[src/ttcw_pkg.sv]
// ttcw_pkg: shared types and constants for the time to collision warning block.
// No dependencies; used by ttcw_cfg, ttcw_div and time_to_collision_warning.
package ttcw_pkg;

    // configuration register indexes
    localparam int CFG_IDX_W = 3;
    localparam int CFG_DATA_W = 20;
    localparam logic [CFG_IDX_W-1:0] CFG_FILTER_WEIGHT = 3'd0;
    localparam logic [CFG_IDX_W-1:0] CFG_MIN_INTERVAL = 3'd1;
    localparam logic [CFG_IDX_W-1:0] CFG_MAX_INTERVAL = 3'd2;
    localparam logic [CFG_IDX_W-1:0] CFG_DANGER_LIMIT = 3'd3;
    localparam logic [CFG_IDX_W-1:0] CFG_WARNING_LIMIT = 3'd4;

    // field widths
    localparam int RANGE_W = 16;
    localparam int SPEED_W = 32;
    localparam int TTC_W = 25;
    localparam int INTERVAL_W = 20;
    localparam int LIMIT_W = 16;
    localparam int WEIGHT_W = 8;

    // shared divider: |delta| * 1e6 needs 36 bits, -speed needs 32
    localparam int DIV_NUM_W = 36;
    localparam int DIV_DEN_W = 32;

    localparam logic [INTERVAL_W-1:0] US_PER_S = 20'd1000000;
    localparam logic [TTC_W-1:0] FAR_MS = 25'd9999000;
    localparam logic [TTC_W-1:0] TTC_MIN = 25'h1000000;  // -2^24

    // warning levels
    localparam logic [1:0] LVL_SAFE = 2'd0;
    localparam logic [1:0] LVL_WARNING = 2'd1;
    localparam logic [1:0] LVL_DANGER = 2'd2;
    localparam logic [1:0] LVL_ERROR = 2'd3;

    typedef struct packed {
        logic [WEIGHT_W-1:0] filter_weight;
        logic [INTERVAL_W-1:0] min_interval_us;
        logic [INTERVAL_W-1:0] max_interval_us;
        logic [LIMIT_W-1:0] danger_limit_ms;
        logic [LIMIT_W-1:0] warning_limit_ms;
    } t_cfg;

    typedef struct packed {
        logic start;
        logic [DIV_NUM_W-1:0] num;
        logic [DIV_DEN_W-1:0] den;
    } t_div_req;

    typedef struct packed {
        logic done;
        logic [DIV_NUM_W-1:0] quot;
        logic rem_nz;
    } t_div_rsp;

endpackage

[src/ttcw_cfg.sv]
// ttcw_cfg: configuration register file, written one word per handshake.
// Depends on ttcw_pkg.
module ttcw_cfg (
    input  logic                                i_clk,
    input  logic                                i_rst_n,
    input  logic                                i_wr_valid,
    input  logic [ttcw_pkg::CFG_IDX_W-1:0]      i_wr_index,
    input  logic [ttcw_pkg::CFG_DATA_W-1:0]     i_wr_data,
    output ttcw_pkg::t_cfg                      o_cfg
);

    ttcw_pkg::t_cfg r_cfg;

    always_ff @(posedge i_clk) begin
        if (!i_rst_n) begin
            r_cfg.filter_weight    <= 8'd102;
            r_cfg.min_interval_us  <= 20'd20000;
            r_cfg.max_interval_us  <= 20'd300000;
            r_cfg.danger_limit_ms  <= 16'd1000;
            r_cfg.warning_limit_ms <= 16'd3000;
        end else if (i_wr_valid) begin
            unique case (i_wr_index)
                ttcw_pkg::CFG_FILTER_WEIGHT: begin
                    r_cfg.filter_weight <= i_wr_data[ttcw_pkg::WEIGHT_W-1:0];
                end
                ttcw_pkg::CFG_MIN_INTERVAL: begin
                    r_cfg.min_interval_us <= i_wr_data;
                end
                ttcw_pkg::CFG_MAX_INTERVAL: begin
                    r_cfg.max_interval_us <= i_wr_data;
                end
                ttcw_pkg::CFG_DANGER_LIMIT: begin
                    r_cfg.danger_limit_ms <= i_wr_data[ttcw_pkg::LIMIT_W-1:0];
                end
                ttcw_pkg::CFG_WARNING_LIMIT: begin
                    r_cfg.warning_limit_ms <= i_wr_data[ttcw_pkg::LIMIT_W-1:0];
                end
                default: begin
                end
            endcase
        end
    end

    assign o_cfg = r_cfg;

endmodule

[src/ttcw_div.sv]
// ttcw_div: unsigned restoring divider, one quotient bit per cycle.
// Depends on ttcw_pkg (request/response structs and widths).
module ttcw_div (
    input  logic                i_clk,
    input  logic                i_rst_n,
    input  ttcw_pkg::t_div_req  i_req,
    output ttcw_pkg::t_div_rsp  o_rsp
);

    localparam int NW = ttcw_pkg::DIV_NUM_W;
    localparam int DW = ttcw_pkg::DIV_DEN_W;
    localparam int CNT_W = $clog2(NW + 1);

    logic             r_busy;
    logic             r_done;
    logic [CNT_W-1:0] r_cnt;
    logic [NW-1:0]    r_num;   // dividend shifts out, quotient shifts in
    logic [DW-1:0]    r_rem;
    logic [DW-1:0]    r_den;

    logic [DW:0] n_trial;
    logic [DW:0] n_diff;
    logic        n_ge;

    always_comb begin
        n_trial = {r_rem, r_num[NW-1]};
        n_diff  = n_trial - {1'b0, r_den};
        n_ge    = (n_trial >= {1'b0, r_den});
    end

    always_ff @(posedge i_clk) begin
        if (!i_rst_n) begin
            r_busy <= 1'b0;
            r_done <= 1'b0;
            r_cnt  <= '0;
        end else begin
            // one-cycle pulse after the last quotient bit
            r_done <= r_busy && !i_req.start && (r_cnt == CNT_W'(1));
            if (i_req.start) begin
                r_busy <= 1'b1;
                r_cnt  <= CNT_W'(NW);
            end else if (r_busy) begin
                r_cnt <= r_cnt - 1'b1;
                if (r_cnt == CNT_W'(1)) begin
                    r_busy <= 1'b0;
                end
            end
        end
    end

    always_ff @(posedge i_clk) begin
        if (i_req.start) begin
            r_num <= i_req.num;
            r_den <= i_req.den;
            r_rem <= '0;
        end else if (r_busy) begin
            r_num <= {r_num[NW-2:0], n_ge};
            r_rem <= n_ge ? n_diff[DW-1:0] : n_trial[DW-1:0];
        end
    end

    assign o_rsp.done   = r_done;
    assign o_rsp.quot   = r_num;
    assign o_rsp.rem_nz = |r_rem;

endmodule

[src/time_to_collision_warning.sv]
// time_to_collision_warning: forward collision warning from timestamped range words.
// Depends on ttcw_pkg, ttcw_cfg (register file) and ttcw_div (shared divider).
//
// Each input word carries a free-running microsecond timestamp and a signed range in
// 1/16 cm (negative marks a sensor fault); each produces exactly one output word with
// the warning level, the time to collision in ms and the filtered closing speed in
// 1/16 cm/s. The first word after reset only latches time and range and reports safe
// with the far value 9999000 ms. Later words clamp the interval to the configured
// min/max (upper clamp wins, zero becomes 1 us), divide delta range * 1e6 by it,
// smooth the result with weight filter_weight/256, and, when the object approaches,
// divide range * 1000 by the negated speed. Both divisions go through one shared
// 36-step restoring divider, which sets the throughput: a normal word holds the input
// stalled until its result enters the output register. The first word, and a
// word whose filtered speed is not negative, skips one or both divisions. A finished
// result sits in the output register, so the next word is accepted and worked on
// while the downstream side stalls. Config writes are always ready and take effect
// at once; write them only while the block is idle.
module time_to_collision_warning #(
    parameter int TIMESTAMP_WIDTH = 32
) (
    input  logic                                 i_clk,
    input  logic                                 i_rst_n,
    // input words
    input  logic                                 i_in_valid,
    output logic                                 o_in_stall,
    input  logic [TIMESTAMP_WIDTH-1:0]           i_sample_time_us,
    input  logic signed [ttcw_pkg::RANGE_W-1:0]  i_range_sixteenths,
    // output words
    output logic                                 o_out_valid,
    input  logic                                 i_out_stall,
    output logic [1:0]                           o_warn_level,
    output logic signed [ttcw_pkg::TTC_W-1:0]    o_collision_time_ms,
    output logic signed [ttcw_pkg::SPEED_W-1:0]  o_closing_speed,
    // configuration writes
    input  logic                                 i_cfg_valid,
    output logic                                 o_cfg_ready,
    input  logic [ttcw_pkg::CFG_IDX_W-1:0]       i_cfg_index,
    input  logic [ttcw_pkg::CFG_DATA_W-1:0]      i_cfg_data
);

    localparam int TW = TIMESTAMP_WIDTH;
    // compare width for the interval clamp: wide enough for both timestamp and limits
    localparam int CW = (TW > ttcw_pkg::INTERVAL_W) ? TW : ttcw_pkg::INTERVAL_W;
    localparam int RAW_W = ttcw_pkg::DIV_NUM_W + 1;  // signed raw speed
    localparam int ACC_W = 48;                       // filter accumulator
    localparam int PROD_W = 26;                      // range * 1000

    typedef enum logic [3:0] {
        S_IDLE,
        S_DT,
        S_DIV_SPEED,
        S_FILT_NEW,
        S_FILT_OLD,
        S_FILT_SAT,
        S_TTC,
        S_DIV_TTC,
        S_OUT
    } t_state;

    t_state r_state;

    ttcw_pkg::t_cfg     w_cfg;
    ttcw_pkg::t_div_req r_div_req;
    ttcw_pkg::t_div_rsp w_div_rsp;

    // --- state ---
    logic                               r_seen;
    logic [TW-1:0]                      r_prev_time;
    logic signed [ttcw_pkg::RANGE_W-1:0] r_prev_range;
    logic signed [ttcw_pkg::SPEED_W-1:0] r_speed;

    // --- per-word work registers ---
    logic [TW-1:0]                      r_diff;
    logic signed [ttcw_pkg::RANGE_W-1:0] r_range;
    logic signed [ttcw_pkg::RANGE_W:0]  r_delta;
    logic                               r_neg;
    logic signed [RAW_W-1:0]            r_raw;
    logic signed [ACC_W-1:0]            r_acc;
    logic signed [ttcw_pkg::TTC_W-1:0]  r_ttc;

    // --- output register ---
    logic                               r_out_valid;
    logic [1:0]                         r_warn_level;
    logic signed [ttcw_pkg::TTC_W-1:0]  r_collision_time;
    logic signed [ttcw_pkg::SPEED_W-1:0] r_closing_speed;

    // --- combinational helpers ---
    logic [CW-1:0]                      n_dt_ext;
    logic [CW-1:0]                      n_dt_lo;
    logic [CW-1:0]                      n_dt_hi;
    logic [ttcw_pkg::INTERVAL_W-1:0]    n_dt;
    logic [ttcw_pkg::RANGE_W-1:0]       n_delta_mag;
    logic [ttcw_pkg::DIV_NUM_W-1:0]     n_delta_scaled;
    logic signed [ACC_W-1:0]            n_new_term;
    logic signed [ACC_W-1:0]            n_old_term;
    logic [8:0]                         n_old_weight;
    logic signed [ACC_W-9:0]            n_filt_shift;
    logic signed [ttcw_pkg::SPEED_W-1:0] n_filt_sat;
    logic signed [PROD_W-1:0]           n_range_ms;
    logic [PROD_W-1:0]                  n_range_ms_mag;
    logic [ttcw_pkg::DIV_DEN_W-1:0]     n_speed_mag;
    logic [ttcw_pkg::TTC_W+1:0]         n_ceil_mag;
    logic signed [ttcw_pkg::TTC_W-1:0]  n_ttc;
    logic [1:0]                         n_level;
    logic                               n_out_free;

    ttcw_cfg u_cfg (
        .i_clk      (i_clk),
        .i_rst_n    (i_rst_n),
        .i_wr_valid (i_cfg_valid),
        .i_wr_index (i_cfg_index),
        .i_wr_data  (i_cfg_data),
        .o_cfg      (w_cfg)
    );

    ttcw_div u_div (
        .i_clk   (i_clk),
        .i_rst_n (i_rst_n),
        .i_req   (r_div_req),
        .o_rsp   (w_div_rsp)
    );

    always_comb begin
        // interval clamp: raise to min first, then cut to max, zero becomes 1 us
        n_dt_ext = CW'(r_diff);
        n_dt_lo  = (n_dt_ext < CW'(w_cfg.min_interval_us)) ?
                   CW'(w_cfg.min_interval_us) : n_dt_ext;
        n_dt_hi  = (n_dt_lo > CW'(w_cfg.max_interval_us)) ?
                   CW'(w_cfg.max_interval_us) : n_dt_lo;
        n_dt     = (n_dt_hi == '0) ? ttcw_pkg::INTERVAL_W'(1) :
                   n_dt_hi[ttcw_pkg::INTERVAL_W-1:0];

        // |delta| * 1e6, at most 65535e6 < 2^36
        n_delta_mag    = r_delta[ttcw_pkg::RANGE_W] ?
                         ttcw_pkg::RANGE_W'(-r_delta) : r_delta[ttcw_pkg::RANGE_W-1:0];
        n_delta_scaled = ttcw_pkg::DIV_NUM_W'(n_delta_mag) *
                         ttcw_pkg::DIV_NUM_W'(ttcw_pkg::US_PER_S);

        // exponential filter terms
        n_new_term   = r_raw * $signed({1'b0, w_cfg.filter_weight});
        n_old_weight = 9'd256 - {1'b0, w_cfg.filter_weight};
        n_old_term   = r_speed * $signed({1'b0, n_old_weight});

        // floor divide by 256, then saturate to 32 bits
        n_filt_shift = r_acc[ACC_W-1:8];
        if (n_filt_shift > $signed((ACC_W-8)'(32'h7FFF_FFFF))) begin
            n_filt_sat = 32'sh7FFF_FFFF;
        end else if (n_filt_shift < -$signed((ACC_W-8)'(33'h1_0000_0000) >>> 1)) begin
            n_filt_sat = 32'sh8000_0000;
        end else begin
            n_filt_sat = n_filt_shift[ttcw_pkg::SPEED_W-1:0];
        end

        // time to collision operands
        n_range_ms     = r_range * $signed(11'sd1000);
        n_range_ms_mag = n_range_ms[PROD_W-1] ? -n_range_ms : n_range_ms;
        n_speed_mag    = ~r_speed + 1'b1;  // -speed, 2^31 fits unsigned

        // floor rounding for negative times: magnitude rounds up
        n_ceil_mag = w_div_rsp.quot[ttcw_pkg::TTC_W+1:0] +
                     (ttcw_pkg::TTC_W+2)'(w_div_rsp.rem_nz);
        if (r_neg) begin
            if (n_ceil_mag > (ttcw_pkg::TTC_W+2)'(ttcw_pkg::TTC_MIN)) begin
                n_ttc = ttcw_pkg::TTC_MIN;
            end else begin
                n_ttc = -$signed(n_ceil_mag[ttcw_pkg::TTC_W-1:0]);
            end
        end else if (w_div_rsp.quot > ttcw_pkg::DIV_NUM_W'(ttcw_pkg::FAR_MS)) begin
            n_ttc = ttcw_pkg::FAR_MS;
        end else begin
            n_ttc = w_div_rsp.quot[ttcw_pkg::TTC_W-1:0];
        end

        // danger is checked ahead of warning
        if (r_ttc[ttcw_pkg::TTC_W-1]) begin
            n_level = ttcw_pkg::LVL_ERROR;
        end else if (r_ttc[ttcw_pkg::TTC_W-2:0] <
                     (ttcw_pkg::TTC_W-1)'(w_cfg.danger_limit_ms)) begin
            n_level = ttcw_pkg::LVL_DANGER;
        end else if (r_ttc[ttcw_pkg::TTC_W-2:0] <
                     (ttcw_pkg::TTC_W-1)'(w_cfg.warning_limit_ms)) begin
            n_level = ttcw_pkg::LVL_WARNING;
        end else begin
            n_level = ttcw_pkg::LVL_SAFE;
        end

        n_out_free = !r_out_valid || !i_out_stall;
    end

    always_ff @(posedge i_clk) begin
        if (!i_rst_n) begin
            r_state         <= S_IDLE;
            r_seen          <= 1'b0;
            r_prev_time     <= '0;
            r_prev_range    <= '0;
            r_speed         <= '0;
            r_out_valid     <= 1'b0;
            r_div_req.start <= 1'b0;
        end else begin
            // divider kicks off from the interval step, and from the time step when approaching
            r_div_req.start <= (r_state == S_DT) ||
                               ((r_state == S_TTC) && r_speed[ttcw_pkg::SPEED_W-1]);
            if (r_out_valid && !i_out_stall && (r_state != S_OUT)) begin
                r_out_valid <= 1'b0;
            end

            unique case (r_state)
                S_IDLE: begin
                    if (i_in_valid) begin
                        r_range      <= i_range_sixteenths;
                        r_diff       <= i_sample_time_us - r_prev_time;
                        r_delta      <= (ttcw_pkg::RANGE_W+1)'(i_range_sixteenths) -
                                        (ttcw_pkg::RANGE_W+1)'(r_prev_range);
                        r_prev_time  <= i_sample_time_us;
                        r_prev_range <= i_range_sixteenths;
                        if (r_seen) begin
                            r_state <= S_DT;
                        end else begin
                            // first word: no speed yet
                            r_seen  <= 1'b1;
                            r_speed <= '0;
                            r_state <= S_TTC;
                        end
                    end
                end
                S_DT: begin
                    r_neg           <= r_delta[ttcw_pkg::RANGE_W];
                    r_div_req.num   <= n_delta_scaled;
                    r_div_req.den   <= ttcw_pkg::DIV_DEN_W'(n_dt);
                    r_state         <= S_DIV_SPEED;
                end
                S_DIV_SPEED: begin
                    if (w_div_rsp.done) begin
                        // quotient truncates toward zero, sign reapplied
                        r_raw   <= r_neg ? -$signed({1'b0, w_div_rsp.quot}) :
                                           $signed({1'b0, w_div_rsp.quot});
                        r_state <= S_FILT_NEW;
                    end
                end
                S_FILT_NEW: begin
                    r_acc   <= n_new_term;
                    r_state <= S_FILT_OLD;
                end
                S_FILT_OLD: begin
                    r_acc   <= r_acc + n_old_term;
                    r_state <= S_FILT_SAT;
                end
                S_FILT_SAT: begin
                    r_speed <= n_filt_sat;
                    r_state <= S_TTC;
                end
                S_TTC: begin
                    if (!r_speed[ttcw_pkg::SPEED_W-1]) begin
                        // not approaching
                        r_ttc   <= ttcw_pkg::FAR_MS;
                        r_state <= S_OUT;
                    end else begin
                        r_neg           <= n_range_ms[PROD_W-1];
                        r_div_req.num   <= ttcw_pkg::DIV_NUM_W'(n_range_ms_mag);
                        r_div_req.den   <= n_speed_mag;
                        r_state         <= S_DIV_TTC;
                    end
                end
                S_DIV_TTC: begin
                    if (w_div_rsp.done) begin
                        r_ttc   <= n_ttc;
                        r_state <= S_OUT;
                    end
                end
                S_OUT: begin
                    if (n_out_free) begin
                        r_warn_level     <= n_level;
                        r_collision_time <= r_ttc;
                        r_closing_speed  <= r_speed;
                        r_out_valid      <= 1'b1;
                        r_state          <= S_IDLE;
                    end
                end
                default: begin
                    r_state <= S_IDLE;
                end
            endcase
        end
    end

    assign o_in_stall          = (r_state != S_IDLE);
    assign o_out_valid         = r_out_valid;
    assign o_warn_level        = r_warn_level;
    assign o_collision_time_ms = r_collision_time;
    assign o_closing_speed     = r_closing_speed;
    assign o_cfg_ready         = 1'b1;

endmodule

[config.mk]
export PLATFORM = sky130hd
export DESIGN_NAME = time_to_collision_warning
export DESIGN_NICKNAME = d
export VERILOG_FILES = /design/src/ttcw_pkg.sv /design/src/ttcw_cfg.sv /design/src/ttcw_div.sv /design/src/time_to_collision_warning.sv
export SDC_FILE = /design/constraint.sdc
export NUM_CORES = 2
export LEC_CHECK = 0
export BUFFER_PORTS_ARGS = -buffer_cell sky130_fd_sc_hd__buf_2
export CAP_MARGIN = 15
export CORE_ASPECT_RATIO = 2
export CORE_MARGIN = 4
export CORE_UTILIZATION = 35
export DETAILED_ROUTE_END_ITERATION = 8
export PLACE_DENSITY = 0.47
export SLEW_MARGIN = 20
export SYNTH_ARGS = -nofsm -noshare
export SYNTH_HDL_FRONTEND = slang
export SYNTH_SLANG_ARGS = --single-unit
[constraint.sdc]
create_clock -name i_clk -period 10.1 [get_ports i_clk]
set_input_delay 2.525 -clock i_clk [delete_from_list [all_inputs] [get_ports i_clk]]
set_output_delay 2.525 -clock i_clk [all_outputs]
set_load 0.005 [all_outputs]
==> metrics <==
status complete, no violations; critical path class reg2reg; Leak 28.8 nW; core area 0.167 mm2; Tot GR Track Use 21.5%; Crit. End Element flip-flop; Ys Warns 0; die height 589 um; Yosys reg bits 575; post-cts repair resize count 0; setup TNS 0 ps; H-Tree Level Count 3; critical path required time 10500 ps; top_reg_cell synth edfxtp_1; maximum net fanout on the critical path 27; GR Overflow Total 0; share of cells above drive strength 1 7.04%; worst min path class reg2reg; share of total power in combinational logic 71.6%; Rel. slew slack 23.1%; fin crit share 79.9%; ANT nets after route 0; area grow syn2layout 9.02%; post-synthesis cell type count 101; sequential fraction of the synthesis area 25.8%; I/O pin total 138; setup violators final 0; Pint 11.7 mW; DRC viols 0; r2r setup slk 2030 ps; Mapped Cells 6385; Post-synth EDFFs 368; syn nets 7617; num rows 212; clock root cell clkbuf_16; Vias/cell 5.24; Net Sw Power 11.2 mW; CTS buffer count 67; WP data arrival 8470 ps; ys async rst share 0%; Power per Cell Area 355 mW/mm2; die area 0.176 mm2; first-pass GRT wire length 289000 um; clock network power share 11.4%; Mean Syn Cell Area 9.24 um2; PortBufs 136; RSZ-0062 raised after global routing no; NumNets Final 7624; number of DRC markers in iteration 0 2014; Max VDD drop 0.841 mV; First-pass DRT Iterations 6; Max Fclk 0.124 GHz; Die Wd 298 um; Layout Skew 53.2 ps; final hold violation count 0; Slowest-stage cell, CP o31ai_1; initial antenna violation count 9; Skew-Pair Late Insertion Delay 660 ps; vias post-DR 45000; cts hold-fix bufs 0; Clock Path Buffers 3; max cap viols 0; crit start category flip-flop; Largest stage delay, worst path 600 ps; GPL Wtd Cong 0.894; crit-path cells or3_1 -> or3b_2 -> xor2_2 -> buf_4 -> nand2_1 -> fa_1 -> inv_1 -> fa_1 -> fa_1 -> fa_1 -> inv_1 -> fa_1 -> inv_1 -> ha_1 -> nand3_1 -> o31ai_1 -> a31o_2 -> a31oi_1 -> o211ai_1 -> a41oi_1 -> o21ai_0 -> or3b_2; most used cell, CP fa_1; setup bufs post-CTS 0; CTS tree built; worst hold margin 410 ps; hpwl dp 151000 um; final WL 189000 um; TritonCTS sink count 575; Final Slew Violations 0; DR WL/cell 22.0 um; cell area after synthesis 0.0590 mm2; clk slew on worst S/H paths 60 ps; Net Sw Frac 48.8%; Flop pwr share 17.1%; vias in the first global route 48700; minimum clock period after layout 8070 ps; Initial Util 35.3%; largest net degree at the start of global routing 71; Slew @ Worst Pin 1140 ps
[registers in the layout, summed over array words and instances, names as in the netlist, 32 cells and up]
name	count
u_cfg.o_cfg	80
r_div_req	66
r_acc	48
r_raw	37
u_div.r_num	36
n_dt_ext	32
o_closing_speed	32
r_prev_time	32
r_speed	32
u_div.r_den	32
u_div.r_rem	32
[cells in the mapped netlist, types with 34 or more instances]
cell type  number  share of area, %
clkbuf_1      245               1.6
o211ai_1       49              0.62
nor2b_1        35              0.37
xor2_1         89               1.3
nand4_1        43              0.46
fa_1          638                22
nand2_1       781               5.0
o31ai_1        34              0.43
edfxtp_1      368                19
nor3_1         75              0.64
a21o_1        132               1.7
nand2b_1       40              0.42
ha_1          518                11
dfxtp_1       207               7.0
xnor2_1       207               3.1
nand3_1        86              0.73
a21oi_1       363               3.1
o21a_1         39              0.50
inv_1        1005               6.4
mux2_2         49              0.94
and2_1        313               3.3
nor4_1         63              0.67
o21ai_0       248               2.1
a31oi_1        35              0.37
nor2_1        265               1.7
[metrics by stage]
| stage | cells | instance area, um2 | setup WS (ps) | power, mW | util [%] |
|---|---|---|---|---|---|
| floorplan | 6385 | 59000 | 2710 | 15.9 | - |
| global placement | 8463 | 62000 | 2060 | 20.4 | 37.1 |
| detailed placement | 8463 | 62000 | 2000 | 20.5 | 37.1 |
| CTS | 8587 | 64300 | 1980 | 23.3 | 38.5 |
| global route | 8590 | 64300 | 1560 | 25.3 | 38.5 |
| finish | 8590 | 64300 | 2030 | 22.9 | 38.5 |
[power groups by stage]
stage          Combinational [mW]  Clock [mW]  Sequential [mW]
2_1_floorplan                12.2           0             3.70
3_3_place_gp                 16.5           0             3.95
3_5_place_dp                 16.5           0             3.95
4_1_cts                      16.7        2.69             3.90
5_1_grt                      18.6        2.77             3.93
6_report                     16.4        2.60             3.90
[cell usage in the layout (no fill, tap or decap), types with 39 or more instances in the layout]
cell type	netlist	routed
a21oi_1	363	361
xnor2_1	207	201
fa_1	638	638
nand4_1	43	43
clkbuf_16	0	68
mux2_2	49	49
dfxtp_1	207	205
ha_1	518	518
nor3_1	75	73
xor2_1	89	87
inv_1	1005	1005
o21a_1	39	39
buf_4	3	77
nand2_1	781	779
nor4_1	63	62
a21o_1	132	132
nand3_1	86	86
nor2_1	265	258
buf_2	8	136
nand2b_1	40	40
and2_1	313	311
o21ai_0	248	247
o211ai_1	49	49
edfxtp_1	368	368
[routing by layer]
metal	vias to the layer above	part of all wire, %	GRT usage [%]
li1	21100	-	-
met3	410	2.9	2.07
met4	6	6.0	11.1
met2	931	57	43.6
met5	-	0.018	0
met1	22500	34	21.0
[logic make-up (layout without fill, tap and decap cells)]
| group | count (synthesis) | after routing | share of synthesized area (%) |
|---|---|---|---|
| AND/OR/NAND/NOR | 1862 | 1862 | 15.4 |
| buffers and inverters | 1282 | 1344 | 8.21 |
| other | 1 | 4 | 0.00636 |
| flip-flops | 575 | 575 | 25.8 |
| XOR/XNOR | 296 | 296 | 4.39 |
| AO/OA/AOI/OAI | 1133 | 1133 | 12.2 |
| multiplexers | 80 | 80 | 1.46 |
| adder cells (fa/ha/maj) | 1156 | 1156 | 32.6 |
[critical path, delay by kind of cell, from the launching register on]
family / cells / cell delay, ps
AO/OA/AOI/OAI: 6 / 1790
buffers and inverters: 4 / 570
XOR/XNOR: 1 / 310
AND/OR/NAND/NOR: 5 / 1730
adder cells (fa/ha/maj): 6 / 3070
flip-flops: 1 / 310
[path summary, 6_finish.rpt]
check / from / end / cells past startpoint
worst min register to register: r_div_req[17]$_DFFE_PP_ / u_div.r_den[17]$_DFFE_PP_ / 0
worst min-delay path: r_div_req[17]$_DFFE_PP_ / u_div.r_den[17]$_DFFE_PP_ / 0
worst max register to register: u_cfg.o_cfg[74]$_SDFFE_PN1P_ / r_acc[47]$_DFFE_PP_ / 22
worst max-delay path: u_cfg.o_cfg[74]$_SDFFE_PN1P_ / r_acc[47]$_DFFE_PP_ / 22
[layout make-up]
class                   count  area, um2
multi-input cells        4528      39100
inverters                1007       3780
flip-flops and latches    575      15200
repair buffers            213       1260
clock inverters            35        457
clock buffers              89       1830
well taps                2140       2680
fillers                 17100     103000
diodes                      3       7.51
(Power assumes the default switching activity.)
